## src/design/erm_pkg.sv

```systemverilog
// shared types, constants and helper functions for the euler rotation matrix block
// no dependencies

package erm_pkg;

  localparam int unsigned CORDIC_STEPS_DEF   = 16;
  localparam int unsigned ELEM_FRAC_BITS_DEF = 16;

  localparam logic ACT_LOAD   = 1'b0;
  localparam logic ACT_ROTATE = 1'b1;

  localparam logic [1:0] STAGE_X = 2'd0;
  localparam logic [1:0] STAGE_Y = 2'd1;
  localparam logic [1:0] STAGE_Z = 2'd2;

  localparam logic signed [35:0] ANG_PI      = 36'sd3373259426;
  localparam logic signed [35:0] ANG_HALF_PI = 36'sd1686629713;
  localparam logic signed [35:0] ANG_TWO_PI  = 36'sd6746518852;
  localparam logic signed [33:0] GAIN_Q30    = 34'sd652032874;

  typedef struct packed {
    logic               action;
    logic [3:0]         elem_index;
    logic signed [31:0] elem_value;
    logic signed [15:0] angle_x;
    logic signed [15:0] angle_y;
    logic signed [15:0] angle_z;
  } in_t;

  typedef struct packed {
    logic [3:0]         out_index;
    logic signed [31:0] out_value;
    logic               last;
  } out_t;

  // atan(2^-i) in q30, truncated
  function automatic logic signed [35:0] atan_q30(input logic [4:0] idx);
    logic signed [35:0] r;
    unique case (idx)
      5'd0:  r = 36'sd843314856;
      5'd1:  r = 36'sd497837829;
      5'd2:  r = 36'sd263043836;
      5'd3:  r = 36'sd133525158;
      5'd4:  r = 36'sd67021686;
      5'd5:  r = 36'sd33543515;
      5'd6:  r = 36'sd16775850;
      5'd7:  r = 36'sd8388437;
      5'd8:  r = 36'sd4194282;
      5'd9:  r = 36'sd2097149;
      5'd10: r = 36'sd1048575;
      5'd11: r = 36'sd524287;
      5'd12: r = 36'sd262143;
      5'd13: r = 36'sd131071;
      5'd14: r = 36'sd65535;
      5'd15: r = 36'sd32767;
      5'd16: r = 36'sd16383;
      5'd17: r = 36'sd8191;
      5'd18: r = 36'sd4095;
      5'd19: r = 36'sd2047;
      5'd20: r = 36'sd1023;
      5'd21: r = 36'sd511;
      5'd22: r = 36'sd255;
      5'd23: r = 36'sd127;
      default: r = '0;
    endcase
    return r;
  endfunction

  // element (row, col) of the rotation matrix for one axis
  function automatic logic signed [31:0] rot_elem(
    input logic [1:0]         stage,
    input logic [1:0]         row,
    input logic [1:0]         col,
    input logic signed [31:0] s,
    input logic signed [31:0] c,
    input logic signed [31:0] one
  );
    logic signed [31:0] r;
    r = (row == col) ? one : '0;
    unique case (stage)
      STAGE_X: begin
        if (row == 2'd1 && col == 2'd1) r = c;
        if (row == 2'd1 && col == 2'd2) r = -s;
        if (row == 2'd2 && col == 2'd1) r = s;
        if (row == 2'd2 && col == 2'd2) r = c;
      end
      STAGE_Y: begin
        if (row == 2'd0 && col == 2'd0) r = c;
        if (row == 2'd0 && col == 2'd2) r = s;
        if (row == 2'd2 && col == 2'd0) r = -s;
        if (row == 2'd2 && col == 2'd2) r = c;
      end
      STAGE_Z: begin
        if (row == 2'd0 && col == 2'd0) r = c;
        if (row == 2'd0 && col == 2'd1) r = -s;
        if (row == 2'd1 && col == 2'd0) r = s;
        if (row == 2'd1 && col == 2'd1) r = c;
      end
      default: r = r;
    endcase
    return r;
  endfunction

endpackage

```

## src/design/erm_cordic.sv

```systemverilog
// iterative cordic sine/cosine of one q3.12 angle, one micro-rotation per cycle
// depends on erm_pkg

module erm_cordic #(
  parameter int unsigned CORDIC_STEPS   = erm_pkg::CORDIC_STEPS_DEF,
  parameter int unsigned ELEM_FRAC_BITS = erm_pkg::ELEM_FRAC_BITS_DEF
) (
  input  logic               clk_i,
  input  logic               rst_ni,
  input  logic               start_i,
  input  logic signed [15:0] angle_i,
  output logic               done_o,
  output logic signed [31:0] sin_o,
  output logic signed [31:0] cos_o
);
  import erm_pkg::*;

  localparam int unsigned IW = $clog2(CORDIC_STEPS);
  localparam int unsigned SH = 30 - ELEM_FRAC_BITS;
  localparam logic signed [34:0] RND = 35'sd1 <<< (SH - 1);
  localparam logic signed [31:0] ONE = 32'sd1 <<< ELEM_FRAC_BITS;

  typedef enum logic [2:0] {C_IDLE, C_WRAP, C_FOLD, C_ITER, C_OUT} cstate_e;

  cstate_e            state_q;
  logic signed [35:0] a_q;
  logic signed [33:0] x_q, y_q;
  logic               neg_q;
  logic [IW-1:0]      i_q;
  logic               done_q;
  logic signed [31:0] sin_q, cos_q;

  logic signed [33:0] xs, ys;
  logic signed [35:0] at;
  logic signed [34:0] xf, yf;

  assign xs = x_q >>> i_q;
  assign ys = y_q >>> i_q;
  assign at = atan_q30(5'(i_q));
  assign xf = (neg_q ? -35'(x_q) : 35'(x_q)) + RND;
  assign yf = (neg_q ? -35'(y_q) : 35'(y_q)) + RND;

  always_ff @(posedge clk_i or negedge rst_ni) begin
    if (!rst_ni) begin
      state_q <= C_IDLE;
      done_q  <= 1'b0;
      a_q     <= '0;
      x_q     <= '0;
      y_q     <= '0;
      neg_q   <= 1'b0;
      i_q     <= '0;
      sin_q   <= '0;
      cos_q   <= '0;
    end else begin
      done_q <= 1'b0;
      unique case (state_q)
        C_IDLE: begin
          if (start_i) begin
            if (angle_i == 16'sd0) begin
              sin_q  <= '0;
              cos_q  <= ONE;
              done_q <= 1'b1;
            end else begin
              a_q     <= {{2{angle_i[15]}}, angle_i, 18'b0};
              state_q <= C_WRAP;
            end
          end
        end
        C_WRAP: begin
          if (a_q > ANG_PI) begin
            a_q <= a_q - ANG_TWO_PI;
          end else if (a_q < -ANG_PI) begin
            a_q <= a_q + ANG_TWO_PI;
          end else begin
            state_q <= C_FOLD;
          end
        end
        C_FOLD: begin
          if (a_q > ANG_HALF_PI) begin
            a_q   <= a_q - ANG_PI;
            neg_q <= 1'b1;
          end else if (a_q < -ANG_HALF_PI) begin
            a_q   <= a_q + ANG_PI;
            neg_q <= 1'b1;
          end else begin
            neg_q <= 1'b0;
          end
          x_q     <= GAIN_Q30;
          y_q     <= '0;
          i_q     <= '0;
          state_q <= C_ITER;
        end
        C_ITER: begin
          if (a_q >= 0) begin
            x_q <= x_q - ys;
            y_q <= y_q + xs;
            a_q <= a_q - at;
          end else begin
            x_q <= x_q + ys;
            y_q <= y_q - xs;
            a_q <= a_q + at;
          end
          if (i_q == IW'(CORDIC_STEPS - 1)) begin
            state_q <= C_OUT;
          end else begin
            i_q <= i_q + 1'b1;
          end
        end
        C_OUT: begin
          cos_q   <= 32'(xf >>> SH);
          sin_q   <= 32'(yf >>> SH);
          done_q  <= 1'b1;
          state_q <= C_IDLE;
        end
        default: state_q <= C_IDLE;
      endcase
    end
  end

  assign done_o = done_q;
  assign sin_o  = sin_q;
  assign cos_o  = cos_q;

endmodule

```

## config.mk

```make
export PLATFORM = sky130hd
export DESIGN_NAME = erm_cordic
export DESIGN_NICKNAME = d
export VERILOG_FILES = /design/src/design/erm_pkg.sv /design/src/design/erm_cordic.sv
export SDC_FILE = /design/constraint.sdc
export NUM_CORES = 1
export LEC_CHECK = 0
export BUFFER_PORTS_ARGS = -buffer_cell sky130_fd_sc_hd__buf_2
export CAP_MARGIN = 40
export CORE_ASPECT_RATIO = 0.7
export CORE_UTILIZATION = 40
export CTS_BUF_LIST = sky130_fd_sc_hd__clkbuf_4 sky130_fd_sc_hd__clkbuf_8 sky130_fd_sc_hd__clkbuf_16
export CTS_CLUSTER_SIZE = 8
export DETAILED_ROUTE_END_ITERATION = 16
export GPL_ROUTABILITY_DRIVEN = 0
export GPL_TIMING_DRIVEN = 1
export PLACE_DENSITY_LB_ADDON = 0.3
export SYNTH_ARGS = -nofsm -noshare
export SYNTH_HDL_FRONTEND = slang
export SYNTH_SLANG_ARGS = --single-unit
export TNS_END_PERCENT = 5
```

## constraint.sdc

```tcl
create_clock -name clk_i -period 11 [get_ports clk_i]
set_input_delay 0.55 -clock clk_i [delete_from_list [all_inputs] [get_ports clk_i]]
set_output_delay 0.55 -clock clk_i [all_outputs]
set_load 0.02 [all_outputs]
```

Word-level counts from Yosys, hierarchy flattened
Memory sizes are Yosys's and may differ from the RTL's.
Index checks and enable logic that the tools add are counted.
- $add $sub $neg: 15
- div/mod/pow operators: 0
- equality and inequality tests: 14
- multiplexer cells: 33
- multiply operators: 0
- reductions and logical operators: 9
- magnitude comparators: 5
- shift operators: 2
- bitwise operators: 0
- operator list (operator ; count):
    $mux W36 ; 7
    $pmux W36 S4 ; 1
    $pmux W34 S2 ; 2
    $mux W32 ; 4
    $pmux W32 S2 ; 2
    $add A35 B15 Y35 const B ; 2
    $mux W35 ; 2
    $neg A34 Y35 ; 2
    $add A34 B34 Y34 ; 2
    $mux W34 ; 2
    $sshr A34 B4 Y34 ; 2
    $sub A34 B34 Y34 ; 2
    $add A36 B33 Y36 const B ; 1
    $add A36 B34 Y36 const B ; 1
    $add A36 B36 Y36 ; 1
    $ge A36 B1 Y1 const B ; 1
    $gt A36 B32 Y1 const B ; 1
    $gt A36 B33 Y1 const B ; 1
    $lt A36 B32 Y1 const B ; 1
    $lt A36 B33 Y1 const B ; 1
    $sub A36 B33 Y36 const B ; 1
    $sub A36 B34 Y36 const B ; 1
    $sub A36 B36 Y36 ; 1
    $logic_not A16 Y1 ; 1
    19 further kinds ; 36
- logic and storage cells: 88
- memory bits (writable): 0
- latch bits: 0
- input port bits: 19
- register bits after elaboration: 177
- bits in read-only memories: 480
- memories: 1
- output and inout port bits: 65
- memory list (memory ; words ; bits a word ; read ports ; clocked after Yosys merged registers in ; wr ports ; RTL line ; RTL):
    (name not given) ; 16 ; 30 ; 1 ; 0 ; 0 ; erm_pkg.sv:39 ; unique case (idx)

Depth between registers and ports, before layout
Gate-level depths: netlist of run 1.
- depth in word-level cells: 4
- depth in mapped cells: 29
- gate-level depth less buffers: 23

Worst setup path before layout of run 1
OpenSTA, ideal clock, no wires.
- kind: register to register
- start: register i_q[2]
- end: register y_q[32]
- setup time: 0.124 ns
- period minus slack after synthesis: 6.341 ns
- arrival time: 6.217 ns
- buffers on the path: 7
- cell stages (with the launch flop): 25
- data required time: 10.876 ns
- setup slack: 4.659 ns
- cells stage by stage: dfrtp_1 > clkbuf_1 > buf_1 > clkbuf_1 > clkbuf_1 > buf_1 > clkbuf_1 > buf_1 > o21a_1 > ha_1 > o311ai_0 > or3_1 > o31ai_1 > xnor2_1 > ha_1 > a21o_1 > a21o_1 > a221o_1 > a21oi_1 > o21ai_0 > o2bb2ai_1 > a311oi_1 > o21bai_1 > and2_1 > a211o_1
- word-level cells in the longest chain between the ends: 4
- elaborated cells on any way between the ends: 5
- those cells by class: add/sub: 2; shift: 1; mux: 2
- ends and longest elaborated chain (element ; RTL line ; RTL):
    from (decl) ; erm_cordic.sv:29 ; logic [IW-1:0] i_q;
    from (signal assigned) ; erm_cordic.sv:106 ; i_q <= i_q + 1'b1;
    $sshr A34 B4 Y34 (*) ; erm_cordic.sv:37 ; assign xs = x_q >>> i_q;
    $sub A34 B34 Y34 or $add A34 B34 Y34 (tied branches) ; erm_cordic.sv:100, erm_cordic.sv:96 ;
    $mux W34 (*) ; erm_cordic.sv:94 ; if (a_q >= 0) begin
    $pmux W34 S2 (*) ; erm_cordic.sv:56 ; unique case (state_q)
    to (signal assigned) ; erm_cordic.sv:96 ; y_q <= y_q + xs;
    to (signal assigned) ; erm_cordic.sv:100 ; y_q <= y_q - xs;
    to (decl) ; erm_cordic.sv:27 ; logic signed [33:0] x_q, y_q;
Every way passes the cells marked *; elsewhere a longest branch is shown, timed or not.
A chain may end at the register's enable or synchronous reset.

Worst setup path after layout of run 1
- start: register i_q[0]
- end: register x_q[33]
- word-level cells in the longest chain between the ends: 4
- elaborated cells on any way between the ends: 5
- those cells by class: add/sub: 2; shift: 1; mux: 2
- ends and longest elaborated chain (element ; RTL line ; RTL):
    $sshr A34 B4 Y34 (*) ; erm_cordic.sv:38 ; assign ys = y_q >>> i_q;
    $add A34 B34 Y34 or $sub A34 B34 Y34 (tied branches) ; erm_cordic.sv:99, erm_cordic.sv:95 ;
    $mux W34 (*) ; erm_cordic.sv:94 ;
    $pmux W34 S2 (*) ; erm_cordic.sv:56 ;
    to (signal assigned) ; erm_cordic.sv:95 ; x_q <= x_q - ys;
    to (signal assigned) ; erm_cordic.sv:99 ; x_q <= x_q + ys;
    to (decl) ; erm_cordic.sv:27 ;
Marks and branches as above.

==> results.cfg, run 1 <==
[run_status]
outcome = finished, final reports clean

[worst_setup_path]
path_cells = buf_4, mux4_2, mux2_2, mux2_2, a21oi_2, nand4_1, o31ai_1, xnor2_1, ha_1, and3_1, and4_1, o21ai_0, a2111oi_0, o21ai_0, a31o_2, o21a_1, o21a_1, o31a_1, nand4_1
startpoint_type = flop
cp.arrival_ns = 7.56
critical_path_class = reg2reg
worstPathMaxFanout = 60
worstSetupEndpointType = flop
cp.required_ns = 11.42
slowest_stage = dfrtp_4
slowest_delay_ns = 0.99

[layout]
area_delta_synth_final_pct = 5.97
drive_gt1_frac = 0.107
antenna_cells = 0
final_nets = 3137

[sta]
clock_skew_ns = 0.0196
fin_crit_ns = 7.14
hold_viol_final = 0
fmax_mhz = 140
setup_violations = 0
slew_headroom = 0.370
setup_tns_ns = 0
final.period_utilization = 0.649
grt_setup_unrepaired = no
drv_slew = 0
tightestPinTransition_ns = 0.940

[clocking]
clkSinkCount = 155
cts_tree = yes
cts_setup_buffers = 0
h-tree-depth = 4
clockBufferDepth = 2
root_buffer = clkbuf_16
ctsResizeCount = 0
path_clk_slew_ns = 0.08
clkLatencyLatePin_ns = 0.49
cts_buffers = 17

[die]
die_h_um = 205
fp-row-count = 73
ios = 84
initial_core_util = 0.409
core-area_um2 = 57400
dieArea_um2 = 59700
fp.dieW_um = 292

[drt]
first_pass_iters = 6
via_per_inst = 6.35
drt-initial-drc-count = 2747
num_vias = 23652
wl_per_cell_um = 21.2
wl_met2_um = 29400
ant_nets = 0
wl_met3_um = 9650
routed_wl_um = 78900
highest_layer = met4
drc_errors = 0
wl_met1_um = 38500

[logic_synthesis]
syn_avg_cell_area_um2 = 7.67
ys.flop_type = dfrtp_1
yosysUniqueCellTypes = 98
ys_seq_elements = 155
synth_area_um2 = 23500
synth-edff-count = 0
synthesis.yosys.warnings = 0
netlist_instances = 3063
ys_async_sr_fraction = 1.00
yosysSeqAreaShare = 0.165
synth_nets = 3237

[global_route]
grt.total_usage = 0.263
overflow = 0
first_global_vias = 20955
grt_antenna_before_repair = 2
grt_pass1_wl_um = 124000
grt_max_degree = 78

[placed_design]
dp_hpwl_um = 58900
io_buffers = 83

[job]
max_cap_viol_count = 0

[worst_hold_path]
hp-class = in2reg
[metal layers]
metal,global-route usage,up-vias
li1,-,11173
met1,0.416,11187
met2,0.334,1211
met3,0.0806,81
met4,0.0558,0
met5,0,-
[logic make-up after synthesis]
kind of cell	synth area share
flops	0.165
buf+inv	0.0607
simple gates	0.200
fa+ha+maj	0.0839
compound gates	0.277
xor+xnor	0.0955
mux	0.118
[sequential cells by signal (all words and copies together) (netlist names)]
signal	cells
a_q	36
x_q	34
y_q	34
cos_o	21
sin_o	21
i_q	4
state_q	3
done_o	1
neg_q	1
[per-stage QoR]
stage | util | hold WS [ns] | instance area, µm² | setup WS [ns] | std cells
finish | 0.434 | 0.390 | 24900 | 3.86 | 3726
detailed placement | 0.423 | 0.429 | 24300 | 4.04 | 3693
global placement | 0.420 | 0.460 | 24100 | 3.99 | 3683
floorplan | - | 0.254 | 23500 | 4.66 | 3063
CTS | 0.434 | 0.363 | 24900 | 3.97 | 3726
global route | 0.434 | 0.401 | 24900 | 3.31 | 3726
[critical path: cells and delay by family (launching register included)]
kind | cells | cell delay (ns)
flops | 1 | 0.99
fa+ha+maj | 1 | 0.40
simple gates | 4 | 0.67
xor+xnor | 1 | 0.20
compound gates | 9 | 2.71
mux | 3 | 1.27
buf+inv | 1 | 0.81
[Yosys cell counts (21+ instances only)]
cell type	count	area (µm²)
buf_4	24	180
mux2i_1	51	510
mux4_2	76	1710
ha_1	151	1890
nor2_1	225	845
clkbuf_1	166	623
nand2_1	356	1340
a21oi_1	222	1110
nand3_1	60	300
a31oi_1	49	307
o211ai_1	24	180
inv_1	88	330
nand2b_1	38	238
nor4_1	21	131
dfrtp_1	155	3880
xnor2_1	152	1330
xor2_1	104	911
nand4_1	38	238
o31ai_1	40	300
and2_1	23	144
and3_1	24	150
nor3_1	72	360
a211oi_1	35	263
o22ai_1	31	194
mux2_2	33	372
o21a_1	29	218
a21o_1	76	571
buf_1	32	120
o21ai_0	278	1390
nor2b_1	24	150
or3_1	28	175
[layout by cell type, fill, tap and decap left out, types with 76 or more instances in the layout]
cell     count
mux4_2      76
o21ai_0    278
nand2_1    355
nor2_1     223
a21o_1      76
a21oi_1    222
xor2_1     104
ha_1       151
xnor2_1    152
inv_1       88
dfrtp_1    149
buf_2       82
[layout make-up]
type                            count  area (µm²)
Timing Repair Buffer              126         871
Fill cell                        5790       32500
Multi-Input combinational cell   2572       18200
Clock buffer                       17         425
Clock inverter                     15         184
Sequential cell                   155        3900
Inverter                           91         342
Tap cell                          750         938
[timing repair]
action                     CTS  global route
setup endpoints to repair    0             0
hold buffers                 1             0
hold endpoints to repair    22             0
[path summary, 6_finish.rpt]
kind	from	end	slack (ns)	depth (start not counted)
worst max-delay path	i_q[0]$_DFFE_PN0P_	x_q[33]$_DFFE_PN0P_	3.86	19
worst min-delay path	angle_i[6]	a_q[24]$_DFFE_PN0P_	0.39	3
worst max register to register	i_q[0]$_DFFE_PN0P_	x_q[33]$_DFFE_PN0P_	3.86	19
worst min register to register	sin_o[7]$_DFFE_PN0P_	sin_o[7]$_DFFE_PN0P_	0.48	2
max in group asynchronous	rst_ni	i_q[0]$_DFFE_PN0P_	9.67	4
min in group asynchronous	rst_ni	cos_o[1]$_DFFE_PN0P_	0.49	2
Power of run 1 is not shown: default switching activity piles up to over one toggle a cycle in this logic, so the estimate is an artifact.
==> run 2, diff against run 1 <==
ABC_AREA = 1   (was unset)
clock period = 7 ns   (was 11 ns; I/O delays follow)
==> run 2 against run 1 <==
- critical path depth increased by 2
- die area increased by 11%
- count of clock-buffer cells in the layout increased by 4
- synthesized cell count increased by 49%
- non-clock buffer count decreased by 12
- routed wire length increased by 28%
- first-iteration DRC count increased by 79%
- global-route usage increased by 3.4 points
- setup slack got worse by 2.5 ns
- largest cell class unchanged
- highest routed layer is now met5
==> results.cfg, run 2 <==
[logic_synthesis]
synth_top_area_cell = nand2_1
synth_top_area_share = 0.189
ys_seq_elements = 155
synth-edff-count = 0
syn_avg_cell_area_um2 = 5.70
synth.area.top_cells = nand2_1 19%, dfrtp_1 15%, nand3_1 11%, ha_1 7.3%, inv_1 6.8%
yosysMostFrequentCell = nand2_1
yosysSeqAreaShare = 0.149
yosysUniqueCellTypes = 64
synthesis.yosys.warnings = 0
ys_async_sr_fraction = 1.00
ys.flop_type = dfrtp_1
netlist_instances = 4572
synth_commonest_cells = 1,308 x nand2_1, 571 x nand3_1, 473 x inv_1
synth_area_um2 = 26000
synth_nets = 4746

[placed_design]
dp_hpwl_um = 80100
place_area_um2 = 26900
io_buffers = 83

[layout]
largest_reg_flops = 36
antenna_cells = 0
area_delta_synth_final_pct = 5.67
regMostFlops = a_q
final_area_um2 = 27500
final_common_cell = nand2_1
final_nets = 4707
final_cell_mix = 1,308 x nand2_1, 571 x nand3_1, 471 x inv_1, 461 x nor2_1, 286 x a21oi_1
drive_gt1_frac = 0.0715
top_regs = a_q (36), x_q (34), y_q (34)

[clocking]
cts_tree = yes
cts_buffers = 17
root_buffer = clkbuf_16
clkSinkCount = 155
clockBufferDepth = 2
path_clk_slew_ns = 0.08
h-tree-depth = 4
clkLatencyLatePin_ns = 0.49
cts_setup_buffers = 0

[die]
die_h_um = 215
ios = 84
dieArea_um2 = 66100
fp.dieW_um = 307
core-area_um2 = 63800
initial_core_util = 0.408
fp-row-count = 77

[global_route]
grt_max_degree = 80
overflow = 0
grt_pass1_wl_um = 154000
grt_antenna_before_repair = 0
first_global_vias = 26758
grt.total_usage = 0.297

[worst_setup_path]
startpoint_type = flop
cp.arrival_ns = 5.98
worstPathMaxFanout = 36
cp.required_ns = 7.38
critical_path_class = reg2reg
worstSetupEndpointType = flop

[drt]
drc_errors = 0
routed_wl_um = 101000
num_vias = 31029
drt-initial-drc-count = 4926
wl_per_cell_um = 18.6
via_per_inst = 5.73
first_pass_iters = 7
ant_nets = 0

[sta]
tightestPinTransition_ns = 0.919
setup_violations = 0
final.period_utilization = 0.800
hold_viol_final = 0
setup_tns_ns = 0
grt_setup_unrepaired = no
fmax_mhz = 179
slew_headroom = 0.387
clock_skew_ns = 0.0226
fin_crit_ns = 5.60
drv_slew = 0

[run_status]
outcome = finished, final reports clean

[worst_hold_path]
hp-class = in2reg

[job]
max_cap_viol_count = 0
-- run 2: cell types whose count changed in the layout (fill, tap and decap cells not counted), moves of 76 or more --
cell | previous run | this run
nand3_1 | 60 | 571
mux4_2 | 76 | 0
inv_1 | 88 | 471
nor2_1 | 223 | 461
nand2_1 | 355 | 1308
xnor2_1 | 152 | 23
-- run 2: timing repair --
action                                 CTS  global route
resized for setup                        0             0
endpoints found under the hold margin   35             0
hold buffers                             1             0
-- run 2: logic make-up (layout without fill, tap and decap cells) --
family / count (synthesis) / count (layout) / share of synthesized area
AND/OR/NAND/NOR: 2617 / 2617 / 0.435
AO/OA/AOI/OAI: 781 / 781 / 0.170
buffers and inverters: 685 / 656 / 0.109
XOR/XNOR: 178 / 178 / 0.0607
adder cells (fa/ha/maj): 155 / 155 / 0.0756
flip-flops: 155 / 155 / 0.149
multiplexers: 1 / 1 / 0.000432
-- run 2: worst paths after layout --
path                                  startpoint                    end  slack (ns)  cells after the start
min reg2reg                sin_o[15]$_DFFE_PN0P_  sin_o[15]$_DFFE_PN0P_        0.47                      2
min in group asynchronous                 rst_ni    a_q[26]$_DFFE_PN0P_        0.35                      2
max in group asynchronous                 rst_ni   sin_o[5]$_DFFE_PN0P_        5.42                      3
max reg2reg                   i_q[0]$_DFFE_PN0P_    a_q[18]$_DFFE_PN0P_        1.40                     21
max                           i_q[0]$_DFFE_PN0P_    a_q[18]$_DFFE_PN0P_        1.40                     21
min                                   angle_i[5]    a_q[23]$_DFFE_PN0P_        0.22                      5
-- run 2: critical path, stage by stage (launching register included) --
cell,delay (ns)
dfrtp_2,0.40
inv_2,0.52
ha_1,0.33
inv_1,0.09
nor2_1,0.37
nand2_1,0.28
o21ai_0,0.26
ha_1,0.26
nand3_1,0.10
o21ai_0,0.29
xor2_1,0.14
ha_1,0.37
nand2_1,0.12
o21ai_0,0.24
a21oi_1,0.06
o21ai_0,0.67
a21oi_1,0.27
or2_2,0.35
nand3_1,0.11
nand3_1,0.09
o21ai_1,0.12
nand2_1,0.07
-- run 2: final cells by class --
cell class              instances  area [µm²]
clock buffers                  21         468
clock inverters                 8        96.3
fillers                      7001       36300
inverters                     513        1930
well taps                     869        1090
repair buffers                114         709
flip-flops and latches        155        3890
multi-input cells            3732       19300
-- run 2: stage by stage --
step | std cells | util | worst slack [ns] | hold WS (ns)
floorplan | 4572 | - | 2.74 | 0.0544
global placement | 5378 | 0.421 | 1.78 | 0.289
detailed placement | 5382 | 0.422 | 1.87 | 0.288
CTS | 5412 | 0.431 | 1.85 | 0.206
global route | 5412 | 0.431 | 1.11 | 0.260
finish | 5412 | 0.431 | 1.40 | 0.217
-- run 2: per-layer routing --
layer / vias to the layer above / part of all wire / global-route usage
li1: 15031 / - / -
met1: 14057 / 0.48 / 0.476
met2: 1819 / 0.35 / 0.358
met3: 120 / 0.16 / 0.105
met4: 2 / 0.017 / 0.0579
met5: - / 0.00095 / 0.0131
Power of run 2 is left out for the same reason.
